--- src/hdl/ita2_pkg.sv ---
`timescale 1ns / 1ps
`default_nettype none
// ----------------------------------------------------------------------------
// ita2_pkg: shared types, codes and tables of the ITA2 codec
// holds the letters and figures tables, the item and result layouts and
// the saturating counter helper
// ----------------------------------------------------------------------------
package ita2_pkg;

	localparam int COUNT_BITS = 32;
	localparam int TOTAL_BITS = 32;

	typedef logic [COUNT_BITS-1:0] cnt_t;
	typedef logic [TOTAL_BITS-1:0] total_t;

	localparam logic [4:0] CODE_LTRS  = 5'd31;
	localparam logic [4:0] CODE_FIGS  = 5'd27;
	localparam logic [4:0] CODE_SPACE = 5'd4;
	localparam logic [4:0] CODE_NONE  = 5'd0;

	localparam logic ACT_ENCODE = 1'b0;
	localparam logic ACT_DECODE = 1'b1;

	localparam logic MODE_LTRS = 1'b0;
	localparam logic MODE_FIGS = 1'b1;

	typedef struct packed {
		logic       action;
		logic       start_of_message;
		logic [7:0] char_in;
		logic [7:0] code_in;
	} item_t;

	typedef struct packed {
		logic [4:0] code_out;
		logic       code_valid;
		logic [6:0] char_out;
		logic       char_valid;
		logic       error;
		logic       last;
		logic       mode_now;
		total_t     error_total;
		total_t     letters_shift_total;
		total_t     figures_shift_total;
	} result_t;

	// letters table
	function automatic logic [6:0] ltrs_char(input logic [4:0] code);
		logic [6:0] ch;
		case (code)
			5'd0:  ch = 7'h00;
			5'd1:  ch = 7'h45; // E
			5'd2:  ch = 7'h0A;
			5'd3:  ch = 7'h41; // A
			5'd4:  ch = 7'h20;
			5'd5:  ch = 7'h53; // S
			5'd6:  ch = 7'h49; // I
			5'd7:  ch = 7'h55; // U
			5'd8:  ch = 7'h0D;
			5'd9:  ch = 7'h44; // D
			5'd10: ch = 7'h52; // R
			5'd11: ch = 7'h4A; // J
			5'd12: ch = 7'h4E; // N
			5'd13: ch = 7'h46; // F
			5'd14: ch = 7'h43; // C
			5'd15: ch = 7'h4B; // K
			5'd16: ch = 7'h54; // T
			5'd17: ch = 7'h5A; // Z
			5'd18: ch = 7'h4C; // L
			5'd19: ch = 7'h57; // W
			5'd20: ch = 7'h48; // H
			5'd21: ch = 7'h59; // Y
			5'd22: ch = 7'h50; // P
			5'd23: ch = 7'h51; // Q
			5'd24: ch = 7'h4F; // O
			5'd25: ch = 7'h42; // B
			5'd26: ch = 7'h47; // G
			5'd28: ch = 7'h4D; // M
			5'd29: ch = 7'h58; // X
			5'd30: ch = 7'h56; // V
			default: ch = 7'h00;
		endcase
		return ch;
	endfunction

	// figures table, WRU and BEL are control bytes
	function automatic logic [6:0] figs_char(input logic [4:0] code);
		logic [6:0] ch;
		case (code)
			5'd0:  ch = 7'h00;
			5'd1:  ch = 7'h33; // 3
			5'd2:  ch = 7'h0A;
			5'd3:  ch = 7'h2D; // -
			5'd4:  ch = 7'h20;
			5'd5:  ch = 7'h27; // '
			5'd6:  ch = 7'h38; // 8
			5'd7:  ch = 7'h37; // 7
			5'd8:  ch = 7'h0D;
			5'd9:  ch = 7'h05; // wru
			5'd10: ch = 7'h34; // 4
			5'd11: ch = 7'h07; // bel
			5'd12: ch = 7'h2C; // ,
			5'd13: ch = 7'h21; // !
			5'd14: ch = 7'h3A; // :
			5'd15: ch = 7'h28; // (
			5'd16: ch = 7'h35; // 5
			5'd17: ch = 7'h22; // "
			5'd18: ch = 7'h29; // )
			5'd19: ch = 7'h32; // 2
			5'd20: ch = 7'h23; // #
			5'd21: ch = 7'h36; // 6
			5'd22: ch = 7'h30; // 0
			5'd23: ch = 7'h31; // 1
			5'd24: ch = 7'h39; // 9
			5'd25: ch = 7'h3F; // ?
			5'd26: ch = 7'h26; // &
			5'd28: ch = 7'h2E; // .
			5'd29: ch = 7'h2F; // /
			5'd30: ch = 7'h3D; // =
			default: ch = 7'h00;
		endcase
		return ch;
	endfunction

	// reverse lookup: {found, code}, printable entries only, lowest code wins
	function automatic logic [5:0] find_code(input logic [7:0] ch, input logic figs);
		logic [5:0] hit;
		logic [6:0] t;
		hit = 6'd0;
		for (int i = 31; i >= 0; i--) begin
			t = figs ? figs_char(5'(i)) : ltrs_char(5'(i));
			if (t >= 7'h20 && {1'b0, t} == ch) begin
				hit = {1'b1, 5'(i)};
			end
		end
		return hit;
	endfunction

	function automatic cnt_t bump(input cnt_t c);
		return (c == '1) ? c : cnt_t'(c + 1'b1);
	endfunction

endpackage
`default_nettype wire

--- src/hdl/ita2_step.sv ---
`timescale 1ns / 1ps
`default_nettype none
// ----------------------------------------------------------------------------
// ita2_step: single-pass encode/decode of one item
// works out the one or two results of an item and the next shift state
// ----------------------------------------------------------------------------
module ita2_step
	import ita2_pkg::*;
(
	input  item_t      item,
	input  logic       mode,
	input  cnt_t       err_cnt,
	input  cnt_t       ltrs_cnt,
	input  cnt_t       figs_cnt,
	output logic       two,
	output result_t    res0,
	output result_t    res1,
	output logic       mode_nxt,
	output cnt_t       err_cnt_nxt,
	output cnt_t       ltrs_cnt_nxt,
	output cnt_t       figs_cnt_nxt
);

	logic       m0;
	logic [7:0] uc;
	logic [5:0] lhit;
	logic [5:0] fhit;
	logic [4:0] dcode;
	logic [6:0] dch;

	always_comb begin
		m0 = item.start_of_message ? MODE_LTRS : mode;
		uc = (item.char_in >= 8'h61 && item.char_in <= 8'h7A) ?
			item.char_in - 8'h20 : item.char_in;
		lhit  = find_code(uc, MODE_LTRS);
		fhit  = find_code(uc, MODE_FIGS);
		dcode = item.code_in[4:0];
		dch   = m0 ? figs_char(dcode) : ltrs_char(dcode);

		two          = 1'b0;
		mode_nxt     = m0;
		err_cnt_nxt  = err_cnt;
		ltrs_cnt_nxt = ltrs_cnt;
		figs_cnt_nxt = figs_cnt;
		res0         = '0;
		res1         = '0;
		res0.last    = 1'b1;
		res1.last    = 1'b1;
		res1.code_valid = 1'b1;

		if (item.action == ACT_ENCODE) begin
			res0.code_valid = 1'b1;
			if (lhit[5]) begin
				if (m0 == MODE_FIGS) begin
					two          = 1'b1;
					mode_nxt     = MODE_LTRS;
					ltrs_cnt_nxt = bump(ltrs_cnt);
					res0.code_out = CODE_LTRS;
					res0.last     = 1'b0;
					res1.code_out = lhit[4:0];
				end else begin
					res0.code_out = lhit[4:0];
				end
			end else if (fhit[5]) begin
				if (m0 == MODE_LTRS) begin
					two          = 1'b1;
					mode_nxt     = MODE_FIGS;
					figs_cnt_nxt = bump(figs_cnt);
					res0.code_out = CODE_FIGS;
					res0.last     = 1'b0;
					res1.code_out = fhit[4:0];
				end else begin
					res0.code_out = fhit[4:0];
				end
			end else begin
				err_cnt_nxt   = bump(err_cnt);
				res0.code_out = CODE_SPACE;
				res0.error    = 1'b1;
			end
		end else begin
			if (dcode == CODE_LTRS) begin
				mode_nxt     = MODE_LTRS;
				ltrs_cnt_nxt = bump(ltrs_cnt);
			end else if (dcode == CODE_FIGS) begin
				mode_nxt     = MODE_FIGS;
				figs_cnt_nxt = bump(figs_cnt);
			end else begin
				res0.char_out   = dch;
				res0.char_valid = (dch != 7'h00);
			end
		end

		// status after the whole item goes on every result
		res0.mode_now            = mode_nxt;
		res0.error_total         = total_t'(err_cnt_nxt);
		res0.letters_shift_total = total_t'(ltrs_cnt_nxt);
		res0.figures_shift_total = total_t'(figs_cnt_nxt);
		res1.mode_now            = mode_nxt;
		res1.error_total         = total_t'(err_cnt_nxt);
		res1.letters_shift_total = total_t'(ltrs_cnt_nxt);
		res1.figures_shift_total = total_t'(figs_cnt_nxt);
	end

endmodule
`default_nettype wire

--- src/hdl/ita2_outq.sv ---
`timescale 1ns / 1ps
`default_nettype none
// ----------------------------------------------------------------------------
// ita2_outq: two-entry result queue
// takes one or two results of an item at once and hands them out in order
// ----------------------------------------------------------------------------
module ita2_outq
	import ita2_pkg::*;
(
	input  logic    clk,
	input  logic    arst_n,
	input  logic    push_req,
	input  logic    two,
	input  result_t res0,
	input  result_t res1,
	output logic    push,
	output logic    out_valid,
	input  logic    out_stall,
	output result_t head
);

	result_t   ent_q [2];
	logic [1:0] cnt_q;
	result_t   e0_nxt;
	result_t   e1_nxt;
	logic [1:0] cnt_nxt;
	logic [1:0] cnt_ap;
	logic       pop;
	logic       room;

	assign out_valid = (cnt_q != 2'd0);
	assign head      = ent_q[0];
	assign pop       = out_valid && !out_stall;

	always_comb begin
		e0_nxt = ent_q[0];
		e1_nxt = ent_q[1];
		cnt_ap = cnt_q;
		if (pop) begin
			e0_nxt = ent_q[1];
			cnt_ap = cnt_q - 2'd1;
		end
		room    = two ? (cnt_ap == 2'd0) : (cnt_ap != 2'd2);
		push    = push_req && room;
		cnt_nxt = cnt_ap;
		if (push) begin
			if (cnt_ap == 2'd0) begin
				e0_nxt  = res0;
				e1_nxt  = res1;
				cnt_nxt = two ? 2'd2 : 2'd1;
			end else begin
				e1_nxt  = res0;
				cnt_nxt = 2'd2;
			end
		end
	end

	always_ff @(posedge clk or negedge arst_n) begin
		if (!arst_n) begin
			cnt_q <= 2'd0;
		end else begin
			cnt_q <= cnt_nxt;
		end
	end

	always_ff @(posedge clk) begin
		ent_q[0] <= e0_nxt;
		ent_q[1] <= e1_nxt;
	end

	a_cnt_range: assert property (@(posedge clk) disable iff (!arst_n)
		cnt_q != 2'd3)
		else $error("result queue count out of range");

	a_pair_whole: assert property (@(posedge clk) disable iff (!arst_n)
		(out_valid && !head.last) |-> cnt_q == 2'd2)
		else $error("shift code queued without its character code");

	a_one_kind: assert property (@(posedge clk) disable iff (!arst_n)
		out_valid |-> !(head.code_valid && head.char_valid))
		else $error("result carries both a code and a character");

	a_err_space: assert property (@(posedge clk) disable iff (!arst_n)
		(out_valid && head.error) |-> (head.code_out == CODE_SPACE && head.last))
		else $error("error result is not a final space");

	a_push_fits: assert property (@(posedge clk) disable iff (!arst_n)
		(push && two) |=> cnt_q == 2'd2)
		else $error("two-result item did not land whole");

endmodule
`default_nettype wire

--- src/hdl/ita2_baudot_codec.sv ---
`timescale 1ns / 1ps
`default_nettype none
// ----------------------------------------------------------------------------
// ita2_baudot_codec: streaming ITA2 codec with letters/figures shift
// encodes characters to 5-bit codes and decodes codes to characters
// ----------------------------------------------------------------------------
// usage
//   input channel: in_valid/in_stall with action, start_of_message,
//   char_in, code_in; an item is taken on a clock edge with in_valid high
//   and in_stall low
//   output channel: out_valid/out_stall with one result per handshake;
//   an encode item that needs a mode change gives two results (the shift
//   code with last low, then the character code with last high), every
//   other item gives exactly one
//   path: a taken item waits in the input register, then its results
//   move into the result queue, whose head drives the output
//   throughput: one item per cycle for single-result items while the
//   receiver does not stall; a shift-code item waits for an empty queue
//   reset: shift mode goes to letters, all counters to zero, nothing queued
//   receiver stall: results hold in a two-entry queue; once it has no room
//   for the item in the input register, in_stall rises and the input holds
// ----------------------------------------------------------------------------
module ita2_baudot_codec
	import ita2_pkg::*;
(
	input  logic        clk,
	input  logic        arst_n,
	input  logic        in_valid,
	output logic        in_stall,
	input  logic        action,
	input  logic        start_of_message,
	input  logic [7:0]  char_in,
	input  logic [7:0]  code_in,
	output logic        out_valid,
	input  logic        out_stall,
	output logic [4:0]  code_out,
	output logic        code_valid,
	output logic [6:0]  char_out,
	output logic        char_valid,
	output logic        error,
	output logic        last,
	output logic        mode_now,
	output logic [31:0] error_total,
	output logic [31:0] letters_shift_total,
	output logic [31:0] figures_shift_total
);

	// input register
	item_t   item_s1;
	logic    valid_s1;

	// codec state
	logic    mode_q;
	cnt_t    err_cnt_q;
	cnt_t    ltrs_cnt_q;
	cnt_t    figs_cnt_q;

	// step results
	logic    two;
	result_t res0;
	result_t res1;
	logic    mode_nxt;
	cnt_t    err_cnt_nxt;
	cnt_t    ltrs_cnt_nxt;
	cnt_t    figs_cnt_nxt;

	logic    push;
	result_t head;
	logic    in_take;

	// input register frees when its item moves into the queue
	assign in_stall = valid_s1 && !push;
	assign in_take  = in_valid && !in_stall;

	always_ff @(posedge clk or negedge arst_n) begin
		if (!arst_n) begin
			valid_s1 <= 1'b0;
		end else if (in_take) begin
			valid_s1 <= 1'b1;
		end else if (push) begin
			valid_s1 <= 1'b0;
		end
	end

	always_ff @(posedge clk) begin
		if (in_take) begin
			item_s1 <= '{action, start_of_message, char_in, code_in};
		end
	end

	ita2_step u_step (
		.item         (item_s1),
		.mode         (mode_q),
		.err_cnt      (err_cnt_q),
		.ltrs_cnt     (ltrs_cnt_q),
		.figs_cnt     (figs_cnt_q),
		.two          (two),
		.res0         (res0),
		.res1         (res1),
		.mode_nxt     (mode_nxt),
		.err_cnt_nxt  (err_cnt_nxt),
		.ltrs_cnt_nxt (ltrs_cnt_nxt),
		.figs_cnt_nxt (figs_cnt_nxt)
	);

	// state moves only when the item's results are committed to the queue
	always_ff @(posedge clk or negedge arst_n) begin
		if (!arst_n) begin
			mode_q     <= MODE_LTRS;
			err_cnt_q  <= '0;
			ltrs_cnt_q <= '0;
			figs_cnt_q <= '0;
		end else if (push) begin
			mode_q     <= mode_nxt;
			err_cnt_q  <= err_cnt_nxt;
			ltrs_cnt_q <= ltrs_cnt_nxt;
			figs_cnt_q <= figs_cnt_nxt;
		end
	end

	ita2_outq u_outq (
		.clk       (clk),
		.arst_n    (arst_n),
		.push_req  (valid_s1),
		.two       (two),
		.res0      (res0),
		.res1      (res1),
		.push      (push),
		.out_valid (out_valid),
		.out_stall (out_stall),
		.head      (head)
	);

	assign code_out            = head.code_out;
	assign code_valid          = head.code_valid;
	assign char_out            = head.char_out;
	assign char_valid          = head.char_valid;
	assign error               = head.error;
	assign last                = head.last;
	assign mode_now            = head.mode_now;
	assign error_total         = head.error_total;
	assign letters_shift_total = head.letters_shift_total;
	assign figures_shift_total = head.figures_shift_total;

endmodule
`default_nettype wire

--- config.mk ---
export PLATFORM = sky130hd
export DESIGN_NAME = ita2_baudot_codec
export DESIGN_NICKNAME = d
export VERILOG_FILES = /design/src/hdl/ita2_pkg.sv /design/src/hdl/ita2_step.sv /design/src/hdl/ita2_outq.sv /design/src/hdl/ita2_baudot_codec.sv
export SDC_FILE = /design/constraint.sdc
export NUM_CORES = 1
export LEC_CHECK = 0
export BUFFER_PORTS_ARGS = -buffer_cell sky130_fd_sc_hd__buf_2
export CAP_MARGIN = 5
export CORE_MARGIN = 2
export CORE_UTILIZATION = 57
export CTS_BUF_LIST = sky130_fd_sc_hd__clkbuf_4
export CTS_CLUSTER_DIAMETER = 30
export DETAILED_ROUTE_END_ITERATION = 6
export PLACE_DENSITY_LB_ADDON = 0.2
export SLEW_MARGIN = 30
export SYNTH_ARGS = -nofsm -noshare
export SYNTH_HDL_FRONTEND = slang
export SYNTH_SLANG_ARGS = --single-unit
--- constraint.sdc ---
create_clock -name clk -period 5.44 [get_ports clk]
set_input_delay 0.544 -clock clk [delete_from_list [all_inputs] [get_ports clk]]
set_output_delay 0.544 -clock clk [all_outputs]
set_load 0.05 [all_outputs]
==> flow_summary.toml <==
[grt]
antenna_found_initial = 3
grt_usage_pct = 24.26
grt_pass1_vias = 12910
grt_max_degree = 96
grt_first_pass_wirelength_um = 65760
grt-ovfl-total = 0

[critical_path]
worstPathArrival_ps = 3620
start_kind = "register"
rr_worst_depth = 10
crit_path_max_fanout = 24
r2r-start = "item_s1[8]$_DFFE_PP_"
critPathKind = "register to primary output"
cp-end-kind = "primary output"
reg2reg_slack_ps = 1290
required_ps = 4900

[placement]
place_inst = 2167
gp_congestion = 0.8715
io_buffers = 133
pre_cts_ws_ps = 1338
dp_hpwl_um = 25200

[power]
total_power_mw = 12.18
powerDensity_nw_per_um2 = 621.8
power_frac_comb_pct = 42.7
ir_drop_uv = 490.3
switchingPower_mw = 5.337
pwr-share-clk_pct = 21.5
p_leak_nw = 8.642
internal-power_mw = 6.847
pwr-share-seq_pct = 35.8
swShare_pct = 43.80

[synthesis]
yosys-top-cells-count = "nand2_1 (232), o21ai_0 (132), edfxtp_1 (128)"
synth-seq-area-share_pct = 49.47
synth_area_leaders = "edfxtp_1 (21%), dfxtp_1 (14%), dfrtp_1 (14%), xnor2_1 (5.6%), nand2_1 (4.9%)"
yosysTopAreaCell = "edfxtp_1"
syn_nets = 1868
yosysMostFrequentCell = "nand2_1"
synth_top_area_share_pct = 21.44
ys.flop_type = "edfxtp_1"
postSynth.asyncResetShare_pct = 28.25
yosys.cell_types.count = 78
yosysWarnings = 0
synth_area_um2 = 17930
syn_inst = 1834
synth_edf_count = 128
ys_ff_latch = 354
syn_area_per_cell_um2 = 9.775

[floorplan]
initial_core_util_pct = 58.30
die_h_um = 181.3
num_io_pins = 137
dieArea_um2 = 32890
fp-row-count = 64
core_area_um2 = 30750
fp.dieW_um = 181.3

[final_layout]
drive_gt1_share_pct = 17.85
final_cells = 2359
nNetsFinal = 1914
syn_to_final_growth_pct = 9.310
n_fill_cell = 2612

[cts]
cts.sinks = 354
clockBufferDepth = 3
numCtsBuffers = 95
cts_setup_buffers = 0
insertion_delay_ps = 710
path_clk_slew_ps = 60
cts_resized = 0
cts_root_buf = "clkbuf_4"
tritoncts = "yes"
htree_levels = 3

[sta]
hold_violations = 0
max_slew_margin_pct = 40.99
final_max_slew_viol_count = 0
skew_ps = 46.99
tightest_slew_ps = 878.3
post-route-min-period_ps = 4162
fmax_mhz = 240.3
rsz0062_at_grt = "no"
finalWorstSetupSlack_ps = 1278
setup_viol = 0
final.setup.tns_ps = 0
period_share_pct = 76.50

[route]
drt_iter0_drc = 916
drt-pass1-iter-count = 5
totalWireLength_um = 39200
wl_per_cell_um = 16.62
ant_nets = 0
drc = 0
via_per_inst = 5.599
vias = 13210

[worst_hold_path]
hold_end = "item_s1[17]$_DFFE_PP_"
holdPathStages = 1
hold_class = "input pin to register"
hp-start = "action"

[outcome]
outcome = "finished clean"

[job]
cap_violations = 0
## registers in the layout, summed over array words and instances, names as in the netlist, named ones only
register	count
err_cnt_q	32
ltrs_cnt_q	32
mode_q	1
valid_s1	1
u_outq.cnt_q	2
u_outq.ent_q	226
item_s1	15
figs_cnt_q	32
## layout make-up
type	instances	area [um2]	share of cell area [%]
Timing Repair Buffer	162	954.7	4.872
Clock buffer	144	1081	5.517
Sequential cell	354	8869	45.26
Tap cell	396	495.5	2.528
Multi-Input combinational cell	1239	7776	39.68
Inverter	28	110.1	0.5619
Clock inverter	34	305.3	1.558
Antenna cell	2	5.005	0.02554
## logic make-up after synthesis
group                      synth area share, %
xor gates and xnor gates                 9.324
DFF                                      49.47
muxes                                    3.532
adders and majority gates               0.8375
AOI/OAI and AO/OA                        14.08
and+or+nand+nor                          15.36
buffers and inverters                    7.391
## power by group through the flow
stage | clock, mW | combinational (mW) | sequential (mW)
3_3_place_gp | 0 | 5.12 | 4.38
4_1_cts | 2.69 | 5.21 | 4.36
2_1_floorplan | 0 | 4.53 | 4.31
3_5_place_dp | 0 | 5.19 | 4.41
6_report | 2.62 | 5.21 | 4.36
5_1_grt | 2.84 | 5.65 | 4.47
## worst max path at each step
stage,to,cells past startpoint,startpoint,slack [ps]
4_1_cts,in_stall,7,item_s1[10]$_DFFE_PP_,1270
3_3_place_gp,register,10,item_s1[8]$_DFFE_PP_,1360
3_5_place_dp,register,10,item_s1[8]$_DFFE_PP_,1340
5_1_grt,register,10,item_s1[8]$_DFFE_PP_,950
2_1_floorplan,u_outq.ent_q[0][113]$_DFFE_PN_,10,item_s1[14]$_DFFE_PP_,1370
6_report,in_stall,7,item_s1[10]$_DFFE_PP_,1280
## timing repair
action	CTS	global route
hold buffers	11	0
endpoints found under the hold margin	63	0
setup endpoints to repair	0	0
## critical path, stage by stage (launching register included)
cell	delay, ps
edfxtp_1	820
nor2b_1	290
a2bb2oi_1	350
nand2_1	260
o21a_1	340
o21a_1	240
nor2_1	260
buf_2	330
## layer usage
| metal | wire, um | vias to the layer above | GRT usage, % |
|---|---|---|---|
| met2 | 18090 | 340 | 38.16 |
| met5 | 12 | - | 0 |
| met1 | 18410 | 6314 | 34.25 |
| met3 | 2127 | 45 | 5.039 |
| li1 | - | 6507 | - |
| met4 | 557 | 2 | 6.504 |
## metrics by stage
step | hold WS [ps] | util [%] | cell area [um2]
floorplan | 248.4 | - | 17930
global placement | 461.1 | 58.77 | 18070
detailed placement | 468.8 | 58.78 | 18070
CTS | 0.3784 | 63.65 | 19570
global route | -0.3203 | 63.73 | 19600
finish | 64.10 | 63.73 | 19600
## cell usage in the layout, fill, tap and decap left out, types with 6 or more instances in the layout
| cell type | n |
|---|---|
| nand2b_1 | 10 |
| xnor2_1 | 114 |
| nor2_1 | 91 |
| clkinv_2 | 9 |
| and3_1 | 28 |
| a211oi_1 | 11 |
| mux2_2 | 6 |
| buf_2 | 132 |
| buf_4 | 14 |
| a21oi_1 | 95 |
| nand2_1 | 232 |
| xor2_1 | 75 |
| a21o_1 | 70 |
| or2_2 | 6 |
| dfxtp_1 | 126 |
| ha_1 | 11 |
| and4_1 | 8 |
| and2_1 | 9 |
| nand4_1 | 30 |
| nand3_1 | 57 |
| a31oi_1 | 7 |
| o21ai_0 | 132 |
| nor2b_1 | 19 |
| nor4_1 | 8 |
| a211o_1 | 6 |
| clkbuf_4 | 145 |
| o22ai_1 | 8 |
| or3_1 | 21 |
| o211ai_1 | 17 |
| dlygate4sd3_1 | 11 |
| nor3_1 | 27 |
| bufinv_16 | 6 |
| mux2i_1 | 54 |
| edfxtp_1 | 128 |
| o21a_1 | 8 |
| dfrtp_1 | 100 |
| inv_1 | 26 |
| clkinv_1 | 17 |
No activity file was read; power rests on OpenSTA's default activity.
